<file path="config.mk">
export PLATFORM = sky130hd
export DESIGN_NAME = fixed_to_decimal_ascii_unit
export DESIGN_NICKNAME = d
export VERILOG_FILES = /design/src/hw/rtl/fda_pkg.sv /design/src/hw/rtl/fixed_to_decimal_ascii_unit.sv
export SDC_FILE = /design/constraint.sdc
export NUM_CORES = 1
export LEC_CHECK = 0
export BUFFER_PORTS_ARGS = -buffer_cell sky130_fd_sc_hd__buf_2
export CORE_MARGIN = 10
export CORE_UTILIZATION = 50
export DETAILED_ROUTE_END_ITERATION = 7
export PLACE_DENSITY_LB_ADDON = 0.08
export SYNTH_ARGS = -nofsm -noshare
export SYNTH_HDL_FRONTEND = slang
export SYNTH_SLANG_ARGS = --single-unit
export TNS_END_PERCENT = 1
</file>
<file path="constraint.sdc">
create_clock -name clk -period 4.05 [get_ports clk]
set_input_delay 0.405 -clock clk [delete_from_list [all_inputs] [get_ports clk]]
set_output_delay 0.405 -clock clk [all_outputs]
set_load 0.1 [all_outputs]
</file>
<file path="src/hw/rtl/fda_pkg.sv">
// ----------------------------------------------------------------------------
// fda_pkg: shared types and constants for the fixed-point decimal text unit
// Holds the sequencer state type and the ASCII codes the unit emits.
// ----------------------------------------------------------------------------
package fda_pkg;

	// Sequencer states
	typedef enum logic [2:0] {
		ST_IDLE,
		ST_CONV,
		ST_SIGN,
		ST_INT,
		ST_POINT,
		ST_FRAC,
		ST_TERM
	} state_t;

	// ASCII codes
	localparam logic [7:0] CH_ZERO  = 8'd48;
	localparam logic [7:0] CH_MINUS = 8'd45;
	localparam logic [7:0] CH_POINT = 8'd46;
	localparam logic [7:0] CH_NUL   = 8'd0;

	// Width of the digit count register
	localparam int FRAC_CFG_W = 4;

endpackage

</file>
<file path="src/hw/rtl/fixed_to_decimal_ascii_unit.sv">
// ----------------------------------------------------------------------------
// fixed_to_decimal_ascii_unit: signed fixed-point to decimal ASCII text
// Converts one signed fixed-point number into its decimal text, one
// character per beat, integer part by shift-and-add-3, fraction by x10 steps.
// ----------------------------------------------------------------------------
// Usage:
//   Input: drive value and raise start; the beat is taken at a rising edge
//   with start high and busy low. busy falls as the terminator beat is shown.
//   Output: each character appears on char_code for one cycle with strobe
//   high. Order: '-' if negative, integer digits without leading zeros (none
//   when the magnitude is below one), then '.' and frac_digits fraction
//   digits (truncated) when frac_digits is nonzero, then a NUL with last high.
//   The receiver cannot stall; every strobe beat is taken.
//   Config: cfg_data is written into frac_digits on cfg_valid & cfg_ready;
//   cfg_ready is always high. Values above MAX_FRAC_DIGITS saturate. Write
//   only while busy is low.
//   Sequence: the double-dabble loop shifts in every integer bit, then the
//   sign slot, one slot per BCD digit (leading zeros are skipped silently),
//   the point when nd is nonzero, one slot per fraction digit and the
//   terminator. A new value is taken only once busy has fallen, that is
//   once the terminator of the previous value is on the output.
//   Reset: arst_n clears the sequencer, strobe and sets frac_digits to 2.
// ----------------------------------------------------------------------------
module fixed_to_decimal_ascii_unit #(
	parameter int INT_BITS        = 31,
	parameter int FRAC_BITS       = 32,
	parameter int MAX_FRAC_DIGITS = 9
) (
	input  logic        clk,
	input  logic        arst_n,
	// command channel
	input  logic        start,
	output logic        busy,
	input  logic [63:0] value,
	// result channel
	output logic        strobe,
	output logic [7:0]  char_code,
	output logic        last,
	// config channel
	input  logic        cfg_valid,
	output logic        cfg_ready,
	input  logic [fda_pkg::FRAC_CFG_W-1:0] cfg_data
);

	// Derived sizes
	localparam int VW    = (1 + INT_BITS + FRAC_BITS >= 64) ? 64 : 1 + INT_BITS + FRAC_BITS;
	localparam int IW    = VW - FRAC_BITS;
	localparam int NDIG  = (IW * 30103) / 100000 + 1;
	localparam int BW    = 4 * NDIG;
	localparam int ND_W  = $clog2(MAX_FRAC_DIGITS + 1);
	localparam int CMAX  = (IW > NDIG) ? ((IW > MAX_FRAC_DIGITS) ? IW : MAX_FRAC_DIGITS)
	                                   : ((NDIG > MAX_FRAC_DIGITS) ? NDIG : MAX_FRAC_DIGITS);
	localparam int CW    = $clog2(CMAX + 1);

	fda_pkg::state_t state_q, state_d;

	logic [fda_pkg::FRAC_CFG_W-1:0] frac_digits_q;
	logic [IW-1:0]        ishift_q;
	logic [FRAC_BITS-1:0] fpart_q;
	logic [BW-1:0]        bcd_q;
	logic [CW-1:0]        cnt_q;
	logic [ND_W-1:0]      nd_q;
	logic                 neg_q;
	logic                 started_q;

	logic [7:0] char_code_q;
	logic       strobe_q;
	logic       last_q;

	logic       accept;
	logic [VW-1:0] raw;
	logic [VW-1:0] mag;
	logic [ND_W-1:0] nd_sat;
	logic [BW-1:0] bcd_adj;
	logic [3:0]  top_dig;
	logic [FRAC_BITS+3:0] fx10;
	logic        cnt_zero;

	logic [7:0] char_d;
	logic       strobe_d;
	logic       last_d;

	assign accept    = start && !busy;
	assign busy      = (state_q != fda_pkg::ST_IDLE);
	assign cfg_ready = 1'b1;
	assign strobe    = strobe_q;
	assign char_code = char_code_q;
	assign last      = last_q;

	// Magnitude of the sign-extended input
	assign raw = value[VW-1:0];
	assign mag = raw[VW-1] ? (~raw + {{(VW-1){1'b0}}, 1'b1}) : raw;

	// Saturated fraction digit count
	always_comb begin
		if (frac_digits_q > fda_pkg::FRAC_CFG_W'(MAX_FRAC_DIGITS)) begin
			nd_sat = ND_W'(MAX_FRAC_DIGITS);
		end else begin
			nd_sat = ND_W'(frac_digits_q);
		end
	end

	// Double-dabble adjust: add 3 to every BCD digit of 5 or more
	always_comb begin
		for (int i = 0; i < NDIG; i++) begin
			if (bcd_q[4*i +: 4] >= 4'd5) begin
				bcd_adj[4*i +: 4] = bcd_q[4*i +: 4] + 4'd3;
			end else begin
				bcd_adj[4*i +: 4] = bcd_q[4*i +: 4];
			end
		end
	end

	assign top_dig  = bcd_q[BW-1 -: 4];
	assign fx10     = {1'b0, fpart_q, 3'b000} + {3'b000, fpart_q, 1'b0};
	assign cnt_zero = (cnt_q == '0);

	// Next state
	always_comb begin
		state_d = state_q;
		case (state_q)
			fda_pkg::ST_IDLE:  if (accept) state_d = fda_pkg::ST_CONV;
			fda_pkg::ST_CONV:  if (cnt_zero) state_d = fda_pkg::ST_SIGN;
			fda_pkg::ST_SIGN:  state_d = fda_pkg::ST_INT;
			fda_pkg::ST_INT: begin
				if (cnt_zero) begin
					state_d = (nd_q != '0) ? fda_pkg::ST_POINT : fda_pkg::ST_TERM;
				end
			end
			fda_pkg::ST_POINT: state_d = fda_pkg::ST_FRAC;
			fda_pkg::ST_FRAC:  if (cnt_zero) state_d = fda_pkg::ST_TERM;
			fda_pkg::ST_TERM:  state_d = fda_pkg::ST_IDLE;
			default:           state_d = fda_pkg::ST_IDLE;
		endcase
	end

	// Character for this cycle
	always_comb begin
		char_d   = fda_pkg::CH_NUL;
		strobe_d = 1'b0;
		last_d   = 1'b0;
		case (state_q)
			fda_pkg::ST_SIGN: begin
				char_d   = fda_pkg::CH_MINUS;
				strobe_d = neg_q;
			end
			fda_pkg::ST_INT: begin
				char_d   = fda_pkg::CH_ZERO + {4'h0, top_dig};
				strobe_d = started_q || (top_dig != 4'd0);
			end
			fda_pkg::ST_POINT: begin
				char_d   = fda_pkg::CH_POINT;
				strobe_d = 1'b1;
			end
			fda_pkg::ST_FRAC: begin
				char_d   = fda_pkg::CH_ZERO + {4'h0, fx10[FRAC_BITS+3:FRAC_BITS]};
				strobe_d = 1'b1;
			end
			fda_pkg::ST_TERM: begin
				char_d   = fda_pkg::CH_NUL;
				strobe_d = 1'b1;
				last_d   = 1'b1;
			end
			default: begin
				char_d   = fda_pkg::CH_NUL;
				strobe_d = 1'b0;
				last_d   = 1'b0;
			end
		endcase
	end

	// Control registers
	always_ff @(posedge clk or negedge arst_n) begin
		if (!arst_n) begin
			state_q       <= fda_pkg::ST_IDLE;
			frac_digits_q <= fda_pkg::FRAC_CFG_W'(2);
			strobe_q      <= 1'b0;
			last_q        <= 1'b0;
		end else begin
			state_q  <= state_d;
			strobe_q <= strobe_d;
			last_q   <= last_d;
			if (cfg_valid && cfg_ready) begin
				frac_digits_q <= cfg_data;
			end
		end
	end

	// Datapath: digit loops and output character
	always_ff @(posedge clk) begin
		char_code_q <= char_d;
		case (state_q)
			fda_pkg::ST_IDLE: begin
				if (accept) begin
					ishift_q <= mag[VW-1:FRAC_BITS];
					fpart_q  <= mag[FRAC_BITS-1:0];
					neg_q    <= raw[VW-1];
					nd_q     <= nd_sat;
					bcd_q    <= '0;
					cnt_q    <= CW'(IW - 1);
				end
			end
			fda_pkg::ST_CONV: begin
				bcd_q    <= {bcd_adj[BW-2:0], ishift_q[IW-1]};
				ishift_q <= {ishift_q[IW-2:0], 1'b0};
				if (cnt_zero) begin
					cnt_q     <= CW'(NDIG - 1);
					started_q <= 1'b0;
				end else begin
					cnt_q <= cnt_q - CW'(1);
				end
			end
			fda_pkg::ST_INT: begin
				bcd_q     <= {bcd_q[BW-5:0], 4'h0};
				started_q <= started_q || (top_dig != 4'd0);
				if (!cnt_zero) begin
					cnt_q <= cnt_q - CW'(1);
				end
			end
			fda_pkg::ST_POINT: begin
				cnt_q <= CW'(nd_q) - CW'(1);
			end
			fda_pkg::ST_FRAC: begin
				fpart_q <= fx10[FRAC_BITS-1:0];
				if (!cnt_zero) begin
					cnt_q <= cnt_q - CW'(1);
				end
			end
			default: begin
				cnt_q <= cnt_q;
			end
		endcase
	end

	// Assertions
	a_last_after_term: assert property (@(posedge clk) disable iff (!arst_n)
		last_q |-> $past(state_q == fda_pkg::ST_TERM))
		else $error("last raised outside the terminator slot");

	a_busy_falls_on_last: assert property (@(posedge clk) disable iff (!arst_n)
		$fell(busy) |-> (last_q && strobe_q))
		else $error("busy dropped without a terminator beat");

	a_start_enters_conv: assert property (@(posedge clk) disable iff (!arst_n)
		(start && !busy) |=> (state_q == fda_pkg::ST_CONV))
		else $error("accepted command did not start conversion");

	a_minus_only_neg: assert property (@(posedge clk) disable iff (!arst_n)
		(strobe_q && char_code_q == fda_pkg::CH_MINUS) |-> $past(neg_q))
		else $error("minus sign emitted for a non-negative value");

endmodule

</file>
==> results.md, run 1 <==
* Run status: finished, final reports clean
* Syn_area_per_cell at 8.94 µm²
* Setup violations, final at 0
* Power Density at about 730 nW/µm²
* Syn-to-layout area delta at 12.4%
* Via count at ~8300
* Hold/Removal Path Class: in -> reg
* First DRT Iteration DRCs at between 600 and 700
* GRT overflow at 0
* CTS clock-pin slew for the worst setup and hold paths at roughly 0.060 ns
* Initial antenna violation count at 0
* Nets@finish at between 1000 and 1500
* Peak supply drop at between 0.7 and 0.8 mV
* Most frequent cells after synthesis: nand2_1 (121), edfxtp_1 (116), o21ai_0 (104), a21oi_1 (89), nor2_1 (78)
* Register area share after synthesis at between 30% and 40%
* Die width at between 150 and 200 µm
* Wire length per cell at 17.1 µm
* Final Hold Viols at 0
* Int Pwr at between 4 and 5 mW
* Non-Filler Instances at 1417
* Largest cells by area after synthesis: edfxtp_1 (36%), ha_1 (7.1%), o21ai_0 (5.4%), nand2_1 (4.7%), xor2_1 (4.6%)
* Crit path required time at 4.36 ns
* Via/cell ratio at slightly below 6
* Initial Util at ~51%
* Kind of critical path: reg -> reg
* Synth top area share at a little over a third
* Die height at between 150 and 200 µm
* Die area at between 20000 and 30000 µm²
* Gp weighted congestion at a little under 0.9
* Final Skew at around 0.011 ns
* Combinational share of power at between 40% and 50%
* Slew @ Worst Pin at between 1 and 1.5 ns
* Max-slew headroom at 32.3%
* Reg power frac at 34.2%
* Vias in the first global route at approximately 8000
* Drt first pass iters at 5
* DRT Wirelength at about 24000 µm
* Slew Limit Fails at 0
* Std-Cell Core Area at ~19000 µm²
* Library cells used by synthesis at 71
* CTS Buf Count at 17
* CTS tree: done
* I/O Pins at between 80 and 90
* Sw Share at 43.3%
* P_leak at 4.29 nW
* Post-synth EDFFs at about 120
* Ys async rst share at just under 7%
* Largest net degree at the start of global routing at 64
* Worst Setup Slack post-DPL at between 0.7 and 0.8 ns
* Top-count cell post-synth: nand2_1
* Highest achievable clock rate at 0.328 GHz
* FP Rows at 50
* DRC at 0
* Worst-path maximum fanout at 3
* Switch Pwr at 3.46 mW
* Placed Instances at ~1400
* Unrepaired setup endpoints after global routing: no
* Period utilization at between 70% and 80%
* Reg area at 3830 µm²
* GR Util All Layers at roughly a fifth
* Setup TNS at 0 ns
* Ys Warns at 0
* Top_reg_cell synth: edfxtp_1
* Crit. End Element: register
* H-tree depth at 4
* Area taken by multi-input logic gates at around 5500 µm²
* CTS Buffer Depth at 2
* Gate Count Post-Synth at between 1000 and 1500
* Clock power frac at a little under a fifth
* Post-Syn Area at 9710 µm²
* CTS Sinks at between 100 and 150
* First-pass GRT wire length at ~40000 µm
* Worst EP arrival at between 3 and 4 ns
* Min Tclk post-route at a little over 3 ns
* Detail Route Antenna Nets at 0
* Post-layout util at ~58%
* Post-synth top area cell: edfxtp_1
* Yosys reg bits at 131
* Worst-Skew Late Latency at approximately 0.43 ns
* Share of cells above drive strength 1 at between 10% and 20%
* Layout fillers at between 1500 and 2000
* Root Buffer: clkbuf_16
* Final HPWL DP at roughly 18000 µm
* Final worst setup slack at roughly 1 ns
* Max Cap Viol at 0
* Port Buf Inserts at 80
* Crit path launch type: register
-- worst max-delay path, stage by stage, from the launching register on --
cell       delay [ns]
edfxtp_1         0.37
ha_1             0.18
inv_1            0.05
fa_1             0.40
nor2b_1          0.20
o2111ai_1        0.17
a21oi_1          0.37
o311ai_0         0.24
a2111oi_0        0.51
buf_4            0.21
mux2i_1          0.18
nand2_1          0.06
-- sequential cells by signal (all words and copies together) (netlist names) --
name / count
char_code: 6
fpart_q: 32
bcd_q: 40
cnt_q: 6
ishift_q: 32
nd_q: 4
started_q: 1
frac_digits_q: 4
state_q: 3
neg_q: 1
last: 1
strobe: 1
-- per-layer routing --
layer	GRT usage [%]	vias up	part of all wire, %
met5	0	-	0
met4	6.23	0	1.6
met2	28.6	197	45
met1	26.0	3916	49
met3	3.30	30	4.3
li1	-	4117	-
-- final cells by class --
cell class / count / area share, %
Tap cell: 260 / 2.98
Sequential cell: 131 / 35.1
Timing Repair Buffer: 95 / 4.84
Clock buffer: 17 / 3.90
Multi-Input combinational cell: 858 / 50.6
Antenna cell: 1 / 0.0229
Inverter: 40 / 1.38
Clock inverter: 15 / 1.20
-- through the flow --
step / hold WS, ns / power, mW / instance area (µm²)
4_1_cts: 0.193 / 8.01 / 10900
2_1_floorplan: 0.109 / 5.53 / 9710
5_1_grt: 0.198 / 8.61 / 10900
3_5_place_dp: 0.270 / 6.52 / 10300
6_report: 0.209 / 7.98 / 10900
3_3_place_gp: 0.268 / 6.48 / 10300
-- cells by family (layout without fill, tap and decap cells) --
family,Yosys count,after routing,share of synthesized area (%)
simple gates,362,362,18.5
compound gates,329,329,20.9
flops,131,131,39.5
buf+inv,98,167,3.92
xor+xnor,96,96,8.66
fa+ha+maj,56,56,7.29
mux,12,12,1.29
other cells,2,4,0.0774
-- power by group through the flow --
stage	Combinational (mW)	Clock [mW]	Sequential, mW
5_1_grt	4.26	1.55	2.80
2_1_floorplan	2.70	0	2.83
3_5_place_dp	3.77	0	2.75
3_3_place_gp	3.74	0	2.74
4_1_cts	3.78	1.50	2.73
6_report	3.78	1.48	2.73
-- worst paths after layout --
kind | start | endpoint | slack [ns] | cells after the start
max | fpart_q[2]$_DFFE_PP_ | char_code[1]$_DFF_P_ | 1.0 | 11
min | cfg_data[2] | frac_digits_q[2]$_DFFE_PN0P_ | 0.21 | 2
max reg2reg | fpart_q[2]$_DFFE_PP_ | char_code[1]$_DFF_P_ | 1.0 | 11
min reg2reg | frac_digits_q[0]$_DFFE_PN0P_ | frac_digits_q[0]$_DFFE_PN0P_ | 0.50 | 1
max in group asynchronous | arst_n | frac_digits_q[1]$_DFFE_PN1P_ | 3.44 | 2
min in group asynchronous | arst_n | frac_digits_q[0]$_DFFE_PN0P_ | 0.36 | 2
-- repair_timing --
item / in CTS / in global routing
gates resized for setup: 0 / 0
setup buffers: 0 / 0
endpoints found under the hold margin: 8 / 0
hold buffers: 1 / 0
-- cell usage in the layout, fill, tap and decap left out, types with 8 or more instances in the layout --
cell type / synthesis / routed
mux2i_1: 8 / 8
buf_4: 3 / 13
inv_1: 39 / 39
a21oi_1: 89 / 89
a21o_1: 17 / 17
nand4_1: 16 / 16
nor3b_1: 15 / 15
nor4_1: 10 / 10
ha_1: 55 / 55
buf_2: 1 / 80
o21ai_0: 104 / 103
nand3_1: 18 / 18
xor2_1: 51 / 51
clkbuf_16: 0 / 17
nand2_1: 121 / 120
o22ai_1: 12 / 12
or3_1: 10 / 10
o41ai_1: 9 / 9
nor3_1: 20 / 19
edfxtp_1: 116 / 116
nor2_1: 78 / 77
o31ai_1: 26 / 26
nand2b_1: 23 / 23
xnor2_1: 45 / 45
dfrtp_1: 8 / 8
nor2b_1: 14 / 14
o21ai_1: 12 / 12
Power figures use the tool's default switching activity.
==> inputs of run 2 (changes only) <==
--- a/config.mk
+++ b/config.mk
@@ -5,6 +5,7 @@
 export SDC_FILE = /design/constraint.sdc
 export NUM_CORES = 1
 export LEC_CHECK = 0
+export ABC_AREA = 1
 export BUFFER_PORTS_ARGS = -buffer_cell sky130_fd_sc_hd__buf_2
 export CORE_MARGIN = 10
 export CORE_UTILIZATION = 50
==> constraint.sdc (replaced) <==
create_clock -name clk -period 3 [get_ports clk]
set_input_delay 0.3 -clock clk [delete_from_list [all_inputs] [get_ports clk]]
set_output_delay 0.3 -clock clk [all_outputs]
set_load 0.1 [all_outputs]
==> run 2 against run 1 <==
Against the previous run:
- die area increased by 12%
- power grew 81%
- non-clock buffer count rose by 2
- utilization fell by 1.0 points
- sequential share of layout area is 4.1 points lower
- largest power group unchanged
- critical path type unchanged
==> results.md, run 2 <==
* Run status: finished, final reports clean
* Detail Route Antenna Nets at 0
* Setup Fix Bufs, Post-CTS at 0
* Synth Area in Compound Gates at a little under an eighth
* Post-synth top area cell: edfxtp_1
* Highest achievable clock rate at between 0.4 and 0.5 GHz
* Crit path launch type: register
* Final HPWL DP at 24900 µm
* Combinational share of power at roughly 58%
* Worst-Skew Late Latency at roughly 0.43 ns
* Final Hold Viols at 0
* Worst-path maximum fanout at 4
* I/O Pins at 84
* Ys Warns at 0
* Largest net degree at the start of global routing at 46
* Period utilization at around three quarters
* Crit path required time at between 3 and 4 ns
* First-pass GRT wire length at around 52000 µm
* Hold/Removal Path Class: in -> reg
* Gp weighted congestion at a little over 0.9
* GR Util All Layers at between 20% and 30%
* Drt first pass iters at 5
* Crit. End Element: register
* Wire length per cell at between 15 and 20 µm
* DRT Wirelength at between 30000 and 40000 µm
* Power Density at approximately 1200 nW/µm²
* GRT overflow at 0
* Via/cell ratio at between 5 and 6
* Via count at about 11000
* Sw Share at 50.4%
* Gate Count Post-Synth at roughly 1600
* P_leak at just under 6 nW
* DRC at 0
* Port Buf Inserts at 80
* Slew @ Worst Pin at ~0.74 ns
* Switch Pwr at ~7.3 mW
* Post-layout util at between 50% and 60%
* Resize count post-CTS at 0
* Vias in the first global route at just over 10000
* Ys async rst share at about 6.9%
* Yosys reg bits at 131
* Post-synth EDFFs at roughly 120
* Syn_area_per_cell at ~6.7 µm²
* CTS clock-pin slew for the worst setup and hold paths at roughly 0.070 ns
* Die area at roughly 28000 µm²
* Mux contribution to synthesized area at 0.102%
* Clock power frac at between 10% and 20%
* Library cells used by synthesis at 54
* Final worst setup slack at about 0.69 ns
* Top_reg_cell synth: edfxtp_1
* Final Skew at about 0.014 ns
* Synth top area share at 31.6%
* CTS Buffer Depth at 2
* H-tree depth at 4
* Worst EP arrival at ~2.5 ns
* Min Tclk post-route at 2.31 ns
* Worst Setup Slack post-DPL at about 0.73 ns
* Top-count cell post-synth: nand2_1
* Die width at about 170 µm
* Most frequent cells after synthesis: nand2_1 (541), inv_1 (226), nor2_1 (192), edfxtp_1 (116), o21ai_0 (113)
* Largest registers: bcd_q x40, fpart_q x32, ishift_q x32
* CTS Buf Count at 17
* Synth Area in Simple Gates at between 30% and 40%
* Int Pwr at just over 7 mW
* Initial Util at 50.6%
* Max-slew headroom at about half
* Kind of critical path: reg -> reg
* Setup violations, final at 0
* First DRT Iteration DRCs at around 1100
* Setup TNS at 0 ns
* Commonest non-fill, non-tap cell in the layout: nand2_1
* Slew Limit Fails at 0
* Initial antenna violation count at 2
* Std-Cell Core Area at about 22000 µm²
* CTS Sinks at 131
* CTS tree: done
* Xor and xnor area share after synthesis at about 2.1%
* Unrepaired setup endpoints after global routing: no
* Nets@finish at ~1900
* Die height at about 170 µm
* Share of cells above drive strength 1 at ~10%
* Post-Syn Area at 11000 µm²
* Max reg flops at 40
* Most frequent cells in the layout: nand2_1 (540), inv_1 (226), nor2_1 (192)
* Reg power frac at 27.1%
* Max Cap Viol at 0
* Largest Register: bcd_q
* Root Buffer: clkbuf_16
* FP Rows at 54
* Adder-Cell Fraction of Synth Area at approximately 6.4%
* Peak supply drop at 0.503 mV
* Syn-to-layout area delta at 12.0%
* Main combinational cell family by area after synthesis: simple AND/OR/NAND/NOR gates
* Register area share after synthesis at between 30% and 40%
* Largest cells by area after synthesis: edfxtp_1 (32%), nand2_1 (18%), inv_1 (7.7%), nor2_1 (6.5%), ha_1 (6.2%)
-- run 2: cell count changes in the layout (fill, tap and decap cells not counted), moves of 29 or more --
| cell | change |
|---|---|
| nand3_1 | +91 |
| xor2_1 | -29 |
| nor2_1 | +115 |
| inv_1 | +187 |
| nand2_1 | +420 |
| xnor2_1 | -40 |
-- run 2: per-stage QoR --
step,hold slack (ns),total power [mW],cell area [µm²],cells
CTS,0.0670,14.4,12300,2023
detailed placement,0.166,12.2,11700,1990
global placement,0.164,12.1,11700,1990
global route,0.0751,15.8,12300,2024
floorplan,0.00441,9.91,11000,1649
finish,0.0777,14.5,12300,2025
-- run 2: final timing paths --
path	startpoint	to	slack, ns	cells past startpoint
worst max-delay path	fpart_q[0]$_SDFFCE_PP0P_	fpart_q[15]$_DFFE_PP_	0.69	11
worst min-delay path	cfg_data[2]	frac_digits_q[2]$_DFFE_PN0P_	0.08	3
worst max register to register	fpart_q[0]$_SDFFCE_PP0P_	fpart_q[15]$_DFFE_PP_	0.69	11
worst min register to register	frac_digits_q[3]$_DFFE_PN0P_	nd_q[3]$_SDFFCE_PN1P_	0.49	0
max in group asynchronous	arst_n	frac_digits_q[1]$_DFFE_PN1P_	2.50	2
min in group asynchronous	arst_n	frac_digits_q[3]$_DFFE_PN0P_	0.25	2
-- run 2: worst max-delay path: stages, from the launching register on --
cell      delay (ns)
edfxtp_1        0.38
ha_1            0.18
inv_1           0.05
fa_1            0.41
inv_1           0.11
nand3_1         0.07
nand3_1         0.15
nand3_1         0.09
nand3_1         0.21
a21oi_1         0.09
o21ai_0         0.11
o21ai_0         0.16
-- run 2: cell families after synthesis --
group,after synthesis
other cells,2
xor+xnor,27
buf+inv,270
mux,1
compound gates,238
simple gates,923
fa+ha+maj,56
flops,131
-- run 2: per-layer routing --
metal	track usage (%)	routed length (µm)
met5	0	0
met3	3.84	2270
met1	31.8	15100
met2	35.3	14300
met4	5.30	415
-- run 2: area by class of cell --
type / count / area, µm²
diodes: 2 / 5.00
clock buffers: 17 / 425
clock inverters: 15 / 168
fillers: 2155 / 9410
inverters: 235 / 882
multi-input cells: 1248 / 6140
flip-flops and latches: 131 / 3830
well taps: 280 / 350
repair buffers: 97 / 543
-- run 2: timing repair --
item / in CTS / in global routing
endpoints found under the setup margin: 0 / 0
hold endpoints to repair: 9 / 0
hold buffers: 1 / 0
-- run 2: power groups by stage --
stage                     Combinational, mW  Sequential, mW  Clock (mW)
after detailed placement               8.22            3.94           0
after global routing                   9.48            4.03        2.30
after global placement                 8.13            3.93           0
after floorplan                        5.83            4.08           0
after CTS                              8.27            3.91        2.23
final                                  8.34            3.91        2.21
==> inputs of run 3 (changes only) <==
--- a/config.mk
+++ b/config.mk
@@ -5,7 +5,7 @@
 export SDC_FILE = /design/constraint.sdc
 export NUM_CORES = 1
 export LEC_CHECK = 0
-export ABC_AREA = 1
+export ABC_AREA = 0
 export BUFFER_PORTS_ARGS = -buffer_cell sky130_fd_sc_hd__buf_2
 export CORE_MARGIN = 10
 export CORE_UTILIZATION = 50
==> constraint.sdc (replaced) <==
create_clock -name clk -period 1.9 [get_ports clk]
set_input_delay 0.19 -clock clk [delete_from_list [all_inputs] [get_ports clk]]
set_output_delay 0.19 -clock clk [all_outputs]
set_load 0.1 [all_outputs]
==> run 3 against run 2 <==
Against the previous run:
- the run now ends with setup timing left
- critical path type unchanged
- power up 34%
- sequential share of layout area down 2.2 points
- flip-flop and latch count unchanged
- critical endpoint is now char_code[1]$_DFF_P_
==> results.md, run 3 (synthesis results as in run 1) <==
* First DRT Iteration DRCs at around 560
* DRC at 0
* Nets@finish at 1495
* Share of cells above drive strength 1 at ~32%
* CTS Sinks at 131
* Initial antenna violation count at 0
* Ant. Diodes at 0
* FP Rows at 50
* Clock power frac at 17.4%
* Worst EP arrival at about 2.9 ns
* Largest Register: bcd_q
* Sw Share at about two fifths
* I/O Pins at 84
* Max Cap Viol at 0
* CTS clock-pin slew for the worst setup and hold paths at roughly 0.060 ns
* Most frequent cells in the layout: buf_4 (220), edfxtp_1 (116), nand2_1 (113)
* CTS tree: done
* Die area at 25400 µm²
* Final Cell Area at roughly 13000 µm²
* Met1 Wirelength at 12400 µm
* Vias in the first global route at between 9000 and 10000
* Metal3 WL at 1320 µm
* DP Area at about 12000 µm²
* Max reg flops at 40
* Final HPWL DP at a little over 20000 µm
* Largest net degree at the start of global routing at between 40 and 50
* Wire length per cell at approximately 16 µm
* WHS Path Cells at 2
* Largest registers: bcd_q x40, fpart_q x32, ishift_q x32
* Reg power frac at approximately 30%
* Int Pwr at 11.4 mW
* Worst-Skew Late Latency at about 0.42 ns
* Die height at between 150 and 200 µm
* CTS Buffer Depth at 2
* Met2 wire len at 12800 µm
* Root Buffer: clkbuf_16
* Min Tclk post-route at 2.55 ns
* Max layer used: met4
* Highest achievable clock rate at just under 0.4 GHz
* Via/cell ratio at between 5 and 6
* Worst-path maximum fanout at 3
* CTS Buf Count at 17
* Run status: finished, violations left
* Setup violations, final at 58
* Port Buf Inserts at 80
* Peak supply drop at around 1.1 mV
* Setup TNS at -21.04 ns
* Drt first pass iters at 6
* GR Util All Layers at slightly above 20%
* Non-Filler Instances at ~1600
* Initial Util at between 50% and 60%
* Hold/Removal Path Class: in -> reg
* Syn-to-layout area delta at 36.7%
* Period utilization at 134%
* Final Hold Viols at 0
* P_leak at approximately 5.6 nW
* Switch Pwr at roughly 8.0 mW
* Detail Route Antenna Nets at 0
* H-tree depth at 4
* Unrepaired setup endpoints after global routing: yes
* Crit. End Element: register
* Crit path required time at about 2.2 ns
* Final worst setup slack at -0.651 ns
* Max-slew headroom at between 60% and 70%
* Gp weighted congestion at 0.905
* Layout fillers at around 1500
* DRT Wirelength at 26900 µm
* Commonest non-fill, non-tap cell in the layout: buf_4
* Slew @ Worst Pin at just under 0.6 ns
* Crit path launch type: register
* First-pass GRT wire length at around 45000 µm
* GRT overflow at 0
* Kind of critical path: reg -> reg
* Via count at ~9000
* Std-Cell Core Area at around 19000 µm²
* Placed Instances at 1599
* Failing checks: setup timing
* Final Skew at around 0.0079 ns
* Combinational share of power at 52.9%
* Die width at approximately 160 µm
* Slew Limit Fails at 0
* Power Density at between 1000 and 1500 nW/µm²
* Reg2reg path depth at 12
==> run 3: changes by cell type in the layout (fill, tap and decap cells not counted), moves of 16 or more <==
cell	delta
nand2_1	-427
buf_4	+205
inv_1	-190
nor2_1	-119
nand3_1	-92
xnor2_1	+39
o21ai_0	-28
xor2_1	+27
nand2b_1	+23
o31ai_1	+17
o21ai_1	+16
==> run 3: layer usage <==
layer	vias to the layer above	GRT usage (%)
li1	4567	-
met1	4279	27.4
met2	236	33.9
met3	28	3.72
met4	0	6.07
met5	-	0
==> run 3: critical path, cell delays in order, from the launching register on <==
cell,delay (ns)
edfxtp_1,0.39
ha_4,0.16
inv_2,0.03
fa_2,0.36
nor2b_4,0.17
o2111ai_4,0.15
a21oi_2,0.18
buf_6,0.14
o311ai_4,0.10
a2111oi_4,0.31
buf_4,0.17
mux2i_1,0.18
nand2_1,0.07
==> run 3: what timing repair did <==
action	4_1_cts	5_1_grt
pin swaps	21	27
endpoints found under the hold margin	13	0
setup buffers	2	2
endpoints found under the setup margin	60	76
hold buffers	5	0
resized for setup	58	60
==> run 3: area by class of cell <==
cell class              instances  area [µm²]  share of cell area (%)
flip-flops and latches        131        3830                    28.9
multi-input cells             858        6010                    45.3
well taps                     260         325                    2.45
repair buffers                319        2350                    17.7
inverters                      40         150                    1.13
clock buffers                  19         453                    3.41
clock inverters                13         149                    1.12
==> run 3: path summary, 6_finish.rpt <==
kind                                                   start                      endpoint  slack, ns
worst min-delay path                                   start        state_q[0]$_DFFE_PN0P_       0.05
min in group asynchronous                             arst_n  frac_digits_q[0]$_DFFE_PN0P_       0.16
worst max register to register      fpart_q[0]$_SDFFCE_PP0P_          char_code[1]$_DFF_P_      -0.65
worst max-delay path                fpart_q[0]$_SDFFCE_PP0P_          char_code[1]$_DFF_P_      -0.65
worst min register to register  frac_digits_q[0]$_DFFE_PN0P_  frac_digits_q[0]$_DFFE_PN0P_       0.50
max in group asynchronous                             arst_n  frac_digits_q[1]$_DFFE_PN1P_       1.48
==> run 3: metrics by stage <==
| step | power [mW] | setup slack, ns | utilization (%) | hold WS (ns) |
|---|---|---|---|---|
| 3_3_place_gp | 15.3 | -0.954 | 64.0 | 0.0521 |
| 4_1_cts | 19.1 | -0.703 | 68.6 | 0.0409 |
| 3_5_place_dp | 15.5 | -1.01 | 64.0 | 0.0546 |
| 2_1_floorplan | 11.8 | -0.859 | - | -0.106 |
| 6_report | 19.4 | -0.651 | 70.2 | 0.0498 |
| 5_1_grt | 20.8 | -0.787 | 70.2 | 0.0673 |
==> run 3: power by group through the flow <==
| stage | registers [mW] | logic [mW] | clock network, mW |
|---|---|---|---|
| 6_report | 5.75 | 10.3 | 3.38 |
| 5_1_grt | 5.91 | 11.3 | 3.55 |
| 2_1_floorplan | 6.02 | 5.75 | 0 |
| 3_5_place_dp | 5.78 | 9.72 | 0 |
| 4_1_cts | 5.73 | 9.93 | 3.41 |
| 3_3_place_gp | 5.74 | 9.54 | 0 |
